`config.mk`:
```
export PLATFORM = sky130hd
export DESIGN_NAME = z85_codec
export DESIGN_NICKNAME = d
export VERILOG_FILES = /design/src/z85_pkg.sv /design/src/z85_front.sv /design/src/z85_fifo.sv /design/src/z85_back.sv /design/src/z85_codec.sv
export VERILOG_INCLUDE_DIRS = /design/src /design/src/src
export SDC_FILE = /design/constraint.sdc
export NUM_CORES = 1
export LEC_CHECK = 0
export BUFFER_PORTS_ARGS = -buffer_cell sky130_fd_sc_hd__buf_2
export CORE_MARGIN = 2
export CORE_UTILIZATION = 35
export CTS_BUF_LIST = sky130_fd_sc_hd__clkbuf_16
export CTS_CLUSTER_DIAMETER = 150
export DETAILED_ROUTE_END_ITERATION = 6
export PLACE_DENSITY_LB_ADDON = 0.25
export SYNTH_ARGS = -nofsm -noshare
export SYNTH_HDL_FRONTEND = slang
export SYNTH_HIERARCHICAL = 1
export SYNTH_SLANG_ARGS = --single-unit
```
`constraint.sdc`:
```
create_clock -name clk_i -period 8.01 [get_ports clk_i]
set_input_delay 0.4005 -clock clk_i [delete_from_list [all_inputs] [get_ports clk_i]]
set_output_delay 0.4005 -clock clk_i [all_outputs]
set_load 0.05 [all_outputs]
```
`src/z85_codec_assert.svh`:
```
// Assertion macros shared by the Z85 codec RTL.
// Each macro expects clk_i and rst_ni to exist in the including module.
`ifndef Z85_CODEC_ASSERT_SVH
`define Z85_CODEC_ASSERT_SVH

// Property must hold at every clock edge outside reset.
`define Z85_ASSERT(label, prop, msg) \
  label: assert property (@(posedge clk_i) disable iff (!rst_ni) (prop)) \
    else $error(msg);

// Condition must never be true at a clock edge outside reset.
`define Z85_ASSERT_NEVER(label, cond, msg) \
  label: assert property (@(posedge clk_i) disable iff (!rst_ni) !(cond)) \
    else $error(msg);

`endif

```
`src/z85_pkg.sv`:
```
// Shared types, constants and lookup tables of the Z85 codec.
// No dependencies; every other RTL file imports this package.
package z85_pkg;

  // Base of the Z85 number system.
  localparam logic [31:0] RADIX = 32'd85;

  // Items per group on the input side.
  localparam logic [2:0] ENC_GROUP_LEN = 3'd4;
  localparam logic [2:0] DEC_GROUP_LEN = 3'd5;

  // Results per group on the output side.
  localparam logic [2:0] ENC_OUT_LEN = 3'd5;
  localparam logic [2:0] DEC_OUT_LEN = 3'd4;
  localparam logic [2:0] ERR_OUT_LEN = 3'd1;

  // floor(x / 85) == (x * RECIP_85) >> RECIP_SHIFT for every 32-bit x.
  localparam logic [31:0] RECIP_85    = 32'hC0C0C0C1;
  localparam int unsigned RECIP_SHIFT = 38;

  // The encoder divides the word by 85 four times; the last quotient is the top digit.
  localparam logic [2:0] LAST_STEP = 3'd4;

  // Depth of the queue between the front and the back.
  localparam int unsigned QUEUE_DEPTH = 2;
  localparam int unsigned Q_PTR_W     = $clog2(QUEUE_DEPTH);

  // Kind of work handed from the front to the back.
  typedef enum logic [1:0] {
    JOB_ENC,
    JOB_DEC,
    JOB_ERR
  } job_kind_e;

  typedef struct packed {
    job_kind_e   kind;
    logic        fend;
    logic [31:0] word;
  } job_t;

  typedef struct packed {
    logic full;
    logic empty;
  } queue_stat_t;

  // Digit converter states in the back.
  typedef enum logic [1:0] {
    CV_IDLE,
    CV_RUN,
    CV_FULL
  } cv_state_e;

  // Digit value to character.
  localparam logic [7:0] Z85_ALPHABET [85] = '{
    "0", "1", "2", "3", "4", "5", "6", "7", "8", "9",
    "a", "b", "c", "d", "e", "f", "g", "h", "i", "j",
    "k", "l", "m", "n", "o", "p", "q", "r", "s", "t",
    "u", "v", "w", "x", "y", "z", "A", "B", "C", "D",
    "E", "F", "G", "H", "I", "J", "K", "L", "M", "N",
    "O", "P", "Q", "R", "S", "T", "U", "V", "W", "X",
    "Y", "Z", ".", "-", ":", "+", "=", "^", "!", "/",
    "*", "?", "&", "<", ">", "(", ")", "[", "]", "{",
    "}", "@", "%", "$", "#"
  };

  // Character minus 32 to digit value; characters outside the alphabet give zero.
  localparam logic [6:0] DIGIT_OF_CHAR [96] = '{
    7'h00, 7'h44, 7'h00, 7'h54, 7'h53, 7'h52, 7'h48, 7'h00,
    7'h4B, 7'h4C, 7'h46, 7'h41, 7'h00, 7'h3F, 7'h3E, 7'h45,
    7'h00, 7'h01, 7'h02, 7'h03, 7'h04, 7'h05, 7'h06, 7'h07,
    7'h08, 7'h09, 7'h40, 7'h00, 7'h49, 7'h42, 7'h4A, 7'h47,
    7'h51, 7'h24, 7'h25, 7'h26, 7'h27, 7'h28, 7'h29, 7'h2A,
    7'h2B, 7'h2C, 7'h2D, 7'h2E, 7'h2F, 7'h30, 7'h31, 7'h32,
    7'h33, 7'h34, 7'h35, 7'h36, 7'h37, 7'h38, 7'h39, 7'h3A,
    7'h3B, 7'h3C, 7'h3D, 7'h4D, 7'h00, 7'h4E, 7'h43, 7'h00,
    7'h00, 7'h0A, 7'h0B, 7'h0C, 7'h0D, 7'h0E, 7'h0F, 7'h10,
    7'h11, 7'h12, 7'h13, 7'h14, 7'h15, 7'h16, 7'h17, 7'h18,
    7'h19, 7'h1A, 7'h1B, 7'h1C, 7'h1D, 7'h1E, 7'h1F, 7'h20,
    7'h21, 7'h22, 7'h23, 7'h4F, 7'h00, 7'h50, 7'h00, 7'h00
  };

endpackage

```
`src/z85_front.sv`:
```
// Input side of the Z85 codec: direction register, group gathering and job issue.
// Depends on z85_pkg and z85_codec_assert.svh.
`include "z85_codec_assert.svh"

module z85_front import z85_pkg::*; (
  input  logic        clk_i,
  input  logic        rst_ni,
  input  logic        cfg_we_i,
  input  logic        direction_i,
  input  logic        in_valid_i,
  output logic        in_stall_o,
  input  logic [7:0]  data_in_i,
  input  logic        frame_end_i,
  input  queue_stat_t q_stat_i,
  output logic        push_o,
  output job_t        job_o
);

  logic        dir_q;
  logic [31:0] acc_q, acc_d;
  logic [2:0]  pos_q, pos_d;

  logic        accept;
  logic        in_range;
  logic [6:0]  chr_idx;
  logic [6:0]  digit;
  logic [2:0]  grp_len;
  logic [2:0]  pos_inc;
  logic [31:0] acc_next;

  // A word is taken whenever the queue has room for a possible job.
  assign in_stall_o = q_stat_i.full;
  assign accept     = in_valid_i && !q_stat_i.full;

  // Character to digit; anything outside 32..127 is digit zero.
  assign in_range = !data_in_i[7] && (data_in_i[6:5] != 2'b00);
  assign chr_idx  = data_in_i[6:0] - 7'd32;
  assign digit    = in_range ? DIGIT_OF_CHAR[chr_idx] : 7'd0;

  assign grp_len = dir_q ? DEC_GROUP_LEN : ENC_GROUP_LEN;
  assign pos_inc = pos_q + 3'd1;

  // Encode shifts a byte in; decode multiplies by 85 and adds the digit.
  assign acc_next = dir_q ? (acc_q * RADIX + {25'd0, digit}) : {acc_q[23:0], data_in_i};

  // Group tracking and job issue.
  always_comb begin
    acc_d     = acc_q;
    pos_d     = pos_q;
    push_o    = 1'b0;
    job_o     = '{kind: JOB_ERR, fend: frame_end_i, word: acc_next};
    if (cfg_we_i) begin
      acc_d = '0;
      pos_d = '0;
    end else if (accept) begin
      if (pos_inc == grp_len) begin
        push_o     = 1'b1;
        job_o.kind = dir_q ? JOB_DEC : JOB_ENC;
        acc_d      = '0;
        pos_d      = '0;
      end else if (frame_end_i) begin
        push_o     = 1'b1;
        job_o.kind = JOB_ERR;
        job_o.word = '0;
        acc_d      = '0;
        pos_d      = '0;
      end else begin
        acc_d = acc_next;
        pos_d = pos_inc;
      end
    end
  end

  always_ff @(posedge clk_i or negedge rst_ni) begin
    if (!rst_ni) begin
      dir_q <= 1'b0;
      acc_q <= '0;
      pos_q <= '0;
    end else begin
      if (cfg_we_i) begin
        dir_q <= direction_i;
      end
      acc_q <= acc_d;
      pos_q <= pos_d;
    end
  end

  // The gathered count never reaches a full group without being issued.
  `Z85_ASSERT(a_pos_in_group, pos_q < grp_len, "front group position out of range")

endmodule

```
`src/z85_fifo.sv`:
```
// Short job queue between the front and the back of the Z85 codec.
// Depends on z85_pkg and z85_codec_assert.svh.
`include "z85_codec_assert.svh"

module z85_fifo import z85_pkg::*; (
  input  logic        clk_i,
  input  logic        rst_ni,
  input  logic        push_i,
  input  job_t        job_i,
  input  logic        pop_i,
  output job_t        job_o,
  output queue_stat_t stat_o
);

  job_t               mem_q [QUEUE_DEPTH];
  logic [Q_PTR_W-1:0] wr_ptr_q;
  logic [Q_PTR_W-1:0] rd_ptr_q;
  logic [Q_PTR_W:0]   cnt_q;

  assign stat_o.full  = (cnt_q == (Q_PTR_W + 1)'(QUEUE_DEPTH));
  assign stat_o.empty = (cnt_q == '0);
  assign job_o        = mem_q[rd_ptr_q];

  // Pointers and fill count.
  always_ff @(posedge clk_i or negedge rst_ni) begin
    if (!rst_ni) begin
      wr_ptr_q <= '0;
      rd_ptr_q <= '0;
      cnt_q    <= '0;
    end else begin
      if (push_i) begin
        wr_ptr_q <= wr_ptr_q + Q_PTR_W'(1);
      end
      if (pop_i) begin
        rd_ptr_q <= rd_ptr_q + Q_PTR_W'(1);
      end
      if (push_i && !pop_i) begin
        cnt_q <= cnt_q + (Q_PTR_W + 1)'(1);
      end else if (pop_i && !push_i) begin
        cnt_q <= cnt_q - (Q_PTR_W + 1)'(1);
      end
    end
  end

  // Entry storage.
  always_ff @(posedge clk_i) begin
    if (push_i) begin
      mem_q[wr_ptr_q] <= job_i;
    end
  end

  `Z85_ASSERT_NEVER(a_push_full, push_i && stat_o.full, "job pushed into a full queue")
  `Z85_ASSERT_NEVER(a_pop_empty, pop_i && stat_o.empty, "job popped from an empty queue")

endmodule

```
`src/z85_back.sv`:
```
// Output side of the Z85 codec: digit converter, symbol buffer and output register.
// Depends on z85_pkg and z85_codec_assert.svh.
`include "z85_codec_assert.svh"

module z85_back import z85_pkg::*; (
  input  logic        clk_i,
  input  logic        rst_ni,
  input  queue_stat_t q_stat_i,
  input  job_t        job_i,
  output logic        pop_o,
  output logic        out_valid_o,
  input  logic        out_stall_i,
  output logic [7:0]  data_out_o,
  output logic        group_last_o,
  output logic        frame_last_o,
  output logic        error_o
);

  // Converter state.
  cv_state_e   cv_state_q, cv_state_d;
  logic [2:0]  cv_step_q;
  job_kind_e   kind_q;
  logic        fend_q;
  logic [31:0] val_q;
  logic [6:0]  prev_q;
  logic [6:0]  dig_q [4];

  logic        load_job;
  logic        handoff;
  logic [63:0] prod;
  logic [31:0] quot;
  logic [6:0]  rem;

  // Symbol buffer and output register.
  logic [7:0]  em_sym_q [5];
  logic [2:0]  em_left_q;
  logic        em_fend_q;
  logic        em_err_q;
  logic        adv;
  logic        em_take;
  logic        em_free;
  logic [7:0]  load_sym [5];
  logic [2:0]  load_left;

  logic        out_valid_q;
  logic [7:0]  data_q;
  logic        glast_q;
  logic        flast_q;
  logic        err_q;

  // One division by 85 per step through the reciprocal; the remainder needs only 7 bits.
  assign prod = {32'd0, val_q} * {32'd0, RECIP_85};
  assign quot = 32'(prod >> RECIP_SHIFT);
  assign rem  = prev_q - val_q[6:0] * RADIX[6:0];

  // Output register moves when empty or when the word is taken.
  assign adv     = !out_valid_q || !out_stall_i;
  assign em_take = (em_left_q != 3'd0) && adv;
  assign em_free = (em_left_q == 3'd0) || ((em_left_q == 3'd1) && adv);

  // Converter sequencing.
  always_comb begin
    cv_state_d = cv_state_q;
    pop_o      = 1'b0;
    load_job   = 1'b0;
    handoff    = 1'b0;
    unique case (cv_state_q)
      CV_IDLE: begin
        if (!q_stat_i.empty) begin
          pop_o      = 1'b1;
          load_job   = 1'b1;
          cv_state_d = (job_i.kind == JOB_ENC) ? CV_RUN : CV_FULL;
        end
      end
      CV_RUN: begin
        if (cv_step_q == LAST_STEP) begin
          cv_state_d = CV_FULL;
        end
      end
      CV_FULL: begin
        if (em_free) begin
          handoff = 1'b1;
          if (!q_stat_i.empty) begin
            pop_o      = 1'b1;
            load_job   = 1'b1;
            cv_state_d = (job_i.kind == JOB_ENC) ? CV_RUN : CV_FULL;
          end else begin
            cv_state_d = CV_IDLE;
          end
        end
      end
      default: cv_state_d = CV_IDLE;
    endcase
  end

  always_ff @(posedge clk_i or negedge rst_ni) begin
    if (!rst_ni) begin
      cv_state_q <= CV_IDLE;
      cv_step_q  <= '0;
    end else begin
      cv_state_q <= cv_state_d;
      if (load_job) begin
        cv_step_q <= '0;
      end else if (cv_state_q == CV_RUN) begin
        cv_step_q <= cv_step_q + 3'd1;
      end
    end
  end

  // Converter datapath: digits come out least significant first.
  always_ff @(posedge clk_i) begin
    if (load_job) begin
      val_q  <= job_i.word;
      kind_q <= job_i.kind;
      fend_q <= job_i.fend;
    end else if (cv_state_q == CV_RUN) begin
      prev_q <= val_q[6:0];
      if (cv_step_q != LAST_STEP) begin
        val_q <= quot;
      end
      if (cv_step_q != 3'd0) begin
        for (int i = 0; i < 3; i++) begin
          dig_q[i] <= dig_q[i+1];
        end
        dig_q[3] <= rem;
      end
    end
  end

  // Symbols of the finished job in the order they leave.
  always_comb begin
    for (int i = 0; i < 5; i++) begin
      load_sym[i] = 8'd0;
    end
    load_left = 3'd0;
    unique case (kind_q)
      JOB_ENC: begin
        load_sym[0] = Z85_ALPHABET[val_q[6:0]];
        load_sym[1] = Z85_ALPHABET[dig_q[3]];
        load_sym[2] = Z85_ALPHABET[dig_q[2]];
        load_sym[3] = Z85_ALPHABET[dig_q[1]];
        load_sym[4] = Z85_ALPHABET[dig_q[0]];
        load_left   = ENC_OUT_LEN;
      end
      JOB_DEC: begin
        load_sym[0] = val_q[31:24];
        load_sym[1] = val_q[23:16];
        load_sym[2] = val_q[15:8];
        load_sym[3] = val_q[7:0];
        load_left   = DEC_OUT_LEN;
      end
      JOB_ERR: begin
        load_left = ERR_OUT_LEN;
      end
      default: load_left = 3'd0;
    endcase
  end

  // Control of the symbol buffer and the output register.
  always_ff @(posedge clk_i or negedge rst_ni) begin
    if (!rst_ni) begin
      em_left_q   <= '0;
      out_valid_q <= 1'b0;
    end else begin
      if (adv) begin
        out_valid_q <= (em_left_q != 3'd0);
      end
      if (handoff) begin
        em_left_q <= load_left;
      end else if (em_take) begin
        em_left_q <= em_left_q - 3'd1;
      end
    end
  end

  // Symbol buffer shifts one toward the output each time a word leaves.
  always_ff @(posedge clk_i) begin
    if (em_take) begin
      data_q  <= em_sym_q[0];
      glast_q <= (em_left_q == 3'd1) && !em_err_q;
      flast_q <= (em_left_q == 3'd1) && em_fend_q;
      err_q   <= em_err_q;
    end
    if (handoff) begin
      em_sym_q  <= load_sym;
      em_fend_q <= fend_q;
      em_err_q  <= (kind_q == JOB_ERR);
    end else if (em_take) begin
      for (int i = 0; i < 4; i++) begin
        em_sym_q[i] <= em_sym_q[i+1];
      end
      em_sym_q[4] <= 8'd0;
    end
  end

  assign out_valid_o  = out_valid_q;
  assign data_out_o   = data_q;
  assign group_last_o = glast_q;
  assign frame_last_o = flast_q;
  assign error_o      = err_q;

  // An error word is a lone zero that closes the frame.
  `Z85_ASSERT(a_err_word, (out_valid_o && error_o) |-> (frame_last_o && !group_last_o && data_out_o == 8'd0), "malformed error word")
  // After four divisions the remaining quotient is the top digit.
  `Z85_ASSERT(a_top_digit, (cv_state_q == CV_FULL && kind_q == JOB_ENC) |-> (val_q < RADIX), "top digit out of range")

endmodule

```
`src/z85_codec.sv`:
```
// Z85 codec: each group passes from the front through the job queue and the converter
// to the symbol buffer and the output register; encoding adds the divide-by-85 steps.
// The input takes one word per cycle while the two-entry job queue has room. Encoding
// converts one group at a time by dividing by 85; output is one per cycle unless stalled.
// Asynchronous active-low reset clears direction, the partial group, queue and output valid.
module z85_codec import z85_pkg::*; (
  input  logic       clk_i,
  input  logic       rst_ni,
  input  logic       cfg_we_i,
  input  logic       direction_i,
  input  logic       in_valid_i,
  output logic       in_stall_o,
  input  logic [7:0] data_in_i,
  input  logic       frame_end_i,
  output logic       out_valid_o,
  input  logic       out_stall_i,
  output logic [7:0] data_out_o,
  output logic       group_last_o,
  output logic       frame_last_o,
  output logic       error_o
);

  queue_stat_t q_stat;
  logic        push;
  job_t        push_job;
  logic        pop;
  job_t        pop_job;

  // Gathers groups and issues jobs.
  z85_front u_front (
    .clk_i       (clk_i),
    .rst_ni      (rst_ni),
    .cfg_we_i    (cfg_we_i),
    .direction_i (direction_i),
    .in_valid_i  (in_valid_i),
    .in_stall_o  (in_stall_o),
    .data_in_i   (data_in_i),
    .frame_end_i (frame_end_i),
    .q_stat_i    (q_stat),
    .push_o      (push),
    .job_o       (push_job)
  );

  // Decouples the front from the back.
  z85_fifo u_fifo (
    .clk_i  (clk_i),
    .rst_ni (rst_ni),
    .push_i (push),
    .job_i  (push_job),
    .pop_i  (pop),
    .job_o  (pop_job),
    .stat_o (q_stat)
  );

  // Converts jobs and drives the output words.
  z85_back u_back (
    .clk_i        (clk_i),
    .rst_ni       (rst_ni),
    .q_stat_i     (q_stat),
    .job_i        (pop_job),
    .pop_o        (pop),
    .out_valid_o  (out_valid_o),
    .out_stall_i  (out_stall_i),
    .data_out_o   (data_out_o),
    .group_last_o (group_last_o),
    .frame_last_o (frame_last_o),
    .error_o      (error_o)
  );

endmodule
```
==> out/results.ini <==
[run_status]
status = completed

[min_path]
hold_depth = 3
min_from = direction_i
holdPathEnd = u_front/dir_q$_DFFE_PN0P_
hold_path.class = in -> reg

[setup_path]
crit-reg2reg-launch = u_back/val_q[2]$_DFFE_PP_
cp_common_cell = fa_1
crit_family = adder cells
worstPathArrival_ns = 7.95
rrSetupSlack_ns = 0.42
start_kind = register
r2r-end = u_back/val_q[20]$_DFFE_PP_
reg2regPathDepth = 24
max_stage_delay_ns = 0.58
crit_buf_inv = 6
setup.worst_path.class = reg -> reg
cp-end-kind = register
path_cells = clkinvlp_4 > ha_1 > ha_1 > inv_1 > fa_1 > inv_1 > fa_1 > inv_1 > fa_1 > fa_1 > fa_1 > inv_1 > ha_1 > ha_1 > nand4_1 > a21oi_1 > nand4_1 > o221ai_1 > a21oi_1 > buf_4 > a2111oi_2 > o21a_1 > nor2_1 > a211oi_2
slowest_stage = fa_1
cp.required_ns = 8.37
cp_max_fo = 13

[sta]
clock_skew_ns = 0.01577
worst_pin_slew_ns = 1.049
setup_viol = 0
finalMaxSlewViolations = 0
max_slew_margin_pct = 30.06
layout_min_cycle_time_ns = 7.589
setup_ws_ns = 0.4212
post-route-period-util_pct = 94.74
rsz0062_at_grt = yes
hold_viol_final = 0
clock.fmax_ghz = 0.1318

[routing]
dr_total_vias = 21483
antenna_left = 0
wl_per_cell_um = 18.61
first_pass_iters = 6
vias_per_cell = 5.221
drtIter0Drc = 1578
drc = 0
drt-total-wl_um = 76580

[logic_synthesis]
synth_top_area_share_pct = 20.93
yosysWarnings = 6
ys_ff_latch = 241
synth-seq-area-share_pct = 24.06
netlist_instances = 3065
synth_fp_nets = 3792
synth_area_leaders = ha_1 21%, edfxtp_1 20%, fa_1 16%, inv_1 6.9%, dfrtp_1 4.2%
synthArstFlopShare_pct = 20.33
ys_types = 100
syn_area_per_cell_um2 = 9.481
synth.most_common_cell = inv_1
synth_flop_cell = edfxtp_1
synth_top_area_cell = ha_1
yosys-top-cells-count = 537 x inv_1, 486 x ha_1, 226 x fa_1, 203 x a21oi_1, 200 x nor2_1
synth-edff-count = 192
syn_area_um2 = 29060

[place]
gp_congestion = 0.9440
dp_hpwl_um = 61750
port-buffer-count = 27
place_ws_ns = 0.3272
placed_area_um2 = 30170

[floorplanning]
coreArea_um2 = 82110
dieHeight_um = 292.1
ioPinCount = 28
die_x_um = 292.1
dieArea_um2 = 85340
start_util_pct = 35.39
core.rowCount = 105

[clock_network]
numCtsBuffers = 29
clk_path_buf_depth = 3
htreeDepth = 1
tritoncts = built
clk_latency_ns = 0.58
post-cts-setup-buffers = 0
clock-sinks = 241
cts-root-buf = clkbuf_16
clk_pin_slew_worst_paths_ns = 0.06

[layout]
diodes = 0
stdcell_area_um2 = 31140
fin_nets = 3753
syn_to_final_growth_pct = 7.182
final_util_pct = 37.93
final_layout_size_suffix_gt1_share_pct = 6.273

[grt]
grt_usage_pct = 18.05
grt.overflow.total = 0
grt_antenna_before_repair = 0
grt_max_degree = 50
grt_pass1_wl_um = 122200
grt_pass1_vias = 21106

[job]
drv_cap = 0

per-stage QoR:
step	instances	hold WS (ns)	setup TNS, ns
2_1_floorplan	3065	0.1049	0
3_3_place_gp	4064	0.4022	0
3_5_place_dp	4064	0.4057	0
4_1_cts	4115	0.009261	0
5_1_grt	4115	0.03269	-0.01752
6_report	4115	0.03399	0
worst max path at each step:
stage	endpoint	slack, ns	start	cells after the start
3_5_place_dp	u_back/val_q[20]$_DFFE_PP_	0.33	u_back/val_q[2]$_DFFE_PP_	24
5_1_grt	u_back/val_q[20]$_DFFE_PP_	-0.02	u_back/val_q[2]$_DFFE_PP_	24
6_report	u_back/val_q[20]$_DFFE_PP_	0.42	u_back/val_q[2]$_DFFE_PP_	24
4_1_cts	u_back/val_q[20]$_DFFE_PP_	0.26	u_back/val_q[2]$_DFFE_PP_	24
3_3_place_gp	u_back/val_q[20]$_DFFE_PP_	0.25	u_back/val_q[2]$_DFFE_PP_	24
2_1_floorplan	u_back/val_q[21]$_DFFE_PP_	1.60	u_back/val_q[3]$_DFFE_PP_	22
per-layer routing:
layer / track usage, % / wire length [um]
met3: 2.382 / 3980
met1: 25.81 / 35530
met5: 0 / 0
met2: 29.33 / 35560
met4: 3.256 / 1510
flip-flops by register name, summed over array words and instances (netlist names):
register	cells
u_fifo/mem_q	70
u_back/em_sym_q	39
u_back/val_q	32
u_front/acc_q	32
u_back/dig_q	28
u_back/data_out_o	8
u_back/prev_q	7
u_back/cv_step_q	3
u_back/em_left_q	3
u_front/pos_q	3
u_back/cv_state_q	2
u_back/kind_q	2
u_fifo/cnt_q	2
u_back/em_err_q	1
u_back/em_fend_q	1
u_back/error_o	1
u_back/fend_q	1
u_back/frame_last_o	1
u_back/group_last_o	1
u_back/out_valid_o	1
u_fifo/rd_ptr_q	1
u_fifo/wr_ptr_q	1
u_front/dir_q	1
layout by cell type (no fill, tap or decap), drive strengths merged, types with 13 or more instances in the layout:
cell type / Yosys / layout
buf: 18 / 54
a211oi: 64 / 64
nor3: 34 / 34
o31ai: 16 / 16
nand2: 197 / 197
nand3: 44 / 44
mux2i: 32 / 32
dfrtp: 49 / 49
and3: 13 / 13
nor2: 200 / 200
a21oi: 205 / 205
a22oi: 15 / 15
ha: 486 / 486
nand2b: 14 / 14
and2: 13 / 13
a221oi: 19 / 19
nor2b: 19 / 19
inv: 537 / 543
a21o: 36 / 36
a31oi: 20 / 20
a311oi: 13 / 13
xnor2: 61 / 61
fa: 226 / 226
xor2: 25 / 25
nand4: 22 / 22
o21ai: 182 / 182
mux2: 41 / 41
o221ai: 14 / 14
clkbuf: 106 / 29
edfxtp: 192 / 192
layout make-up:
cell class / count / area, um2
clock buffers: 29 / 725.7
clock inverters: 21 / 224.0
fillers: 8284 / 50970
inverters: 542 / 2038
multi-input cells: 2157 / 19480
flip-flops and latches: 241 / 6994
well taps: 1070 / 1339
repair buffers: 55 / 347.8
worst register-to-register path, cell delays in order (launching register included):
cell        delay [ns]
edfxtp_1          0.52
clkinvlp_4        0.34
ha_1              0.44
ha_1              0.21
inv_1             0.06
fa_1              0.50
inv_1             0.07
fa_1              0.58
inv_1             0.08
fa_1              0.52
fa_1              0.52
fa_1              0.55
inv_1             0.04
ha_1              0.29
ha_1              0.32
nand4_1           0.31
a21oi_1           0.25
nand4_1           0.12
o221ai_1          0.34
a21oi_1           0.09
buf_4             0.19
a2111oi_2         0.40
o21a_1            0.21
nor2_1            0.06
a211oi_2          0.34
what timing repair did:
| action | 4_1_cts | 5_1_grt |
|---|---|---|
| setup endpoints to repair | 0 | 4 |
| resized for setup | 0 | 4 |
| hold endpoints to repair | 49 | 0 |
| hold buffers | 1 | 0 |
kinds of logic (layout without fill, tap and decap cells):
logic type                 count (synthesis)  after routing  share of synthesized area, %
muxes                                     73             73                         3.066
adders and majority gates                712            712                         36.50
AOI/OAI and AO/OA                        691            691                         15.44
DFF                                      241            241                         24.06
xor gates and xnor gates                  86             86                         2.592
and+or+nand+nor                          595            595                         9.314
buffers and inverters                    667            647                         9.034
Power is not shown: default switching activity piles up to over one toggle a cycle in this logic, so the estimate is an artifact.
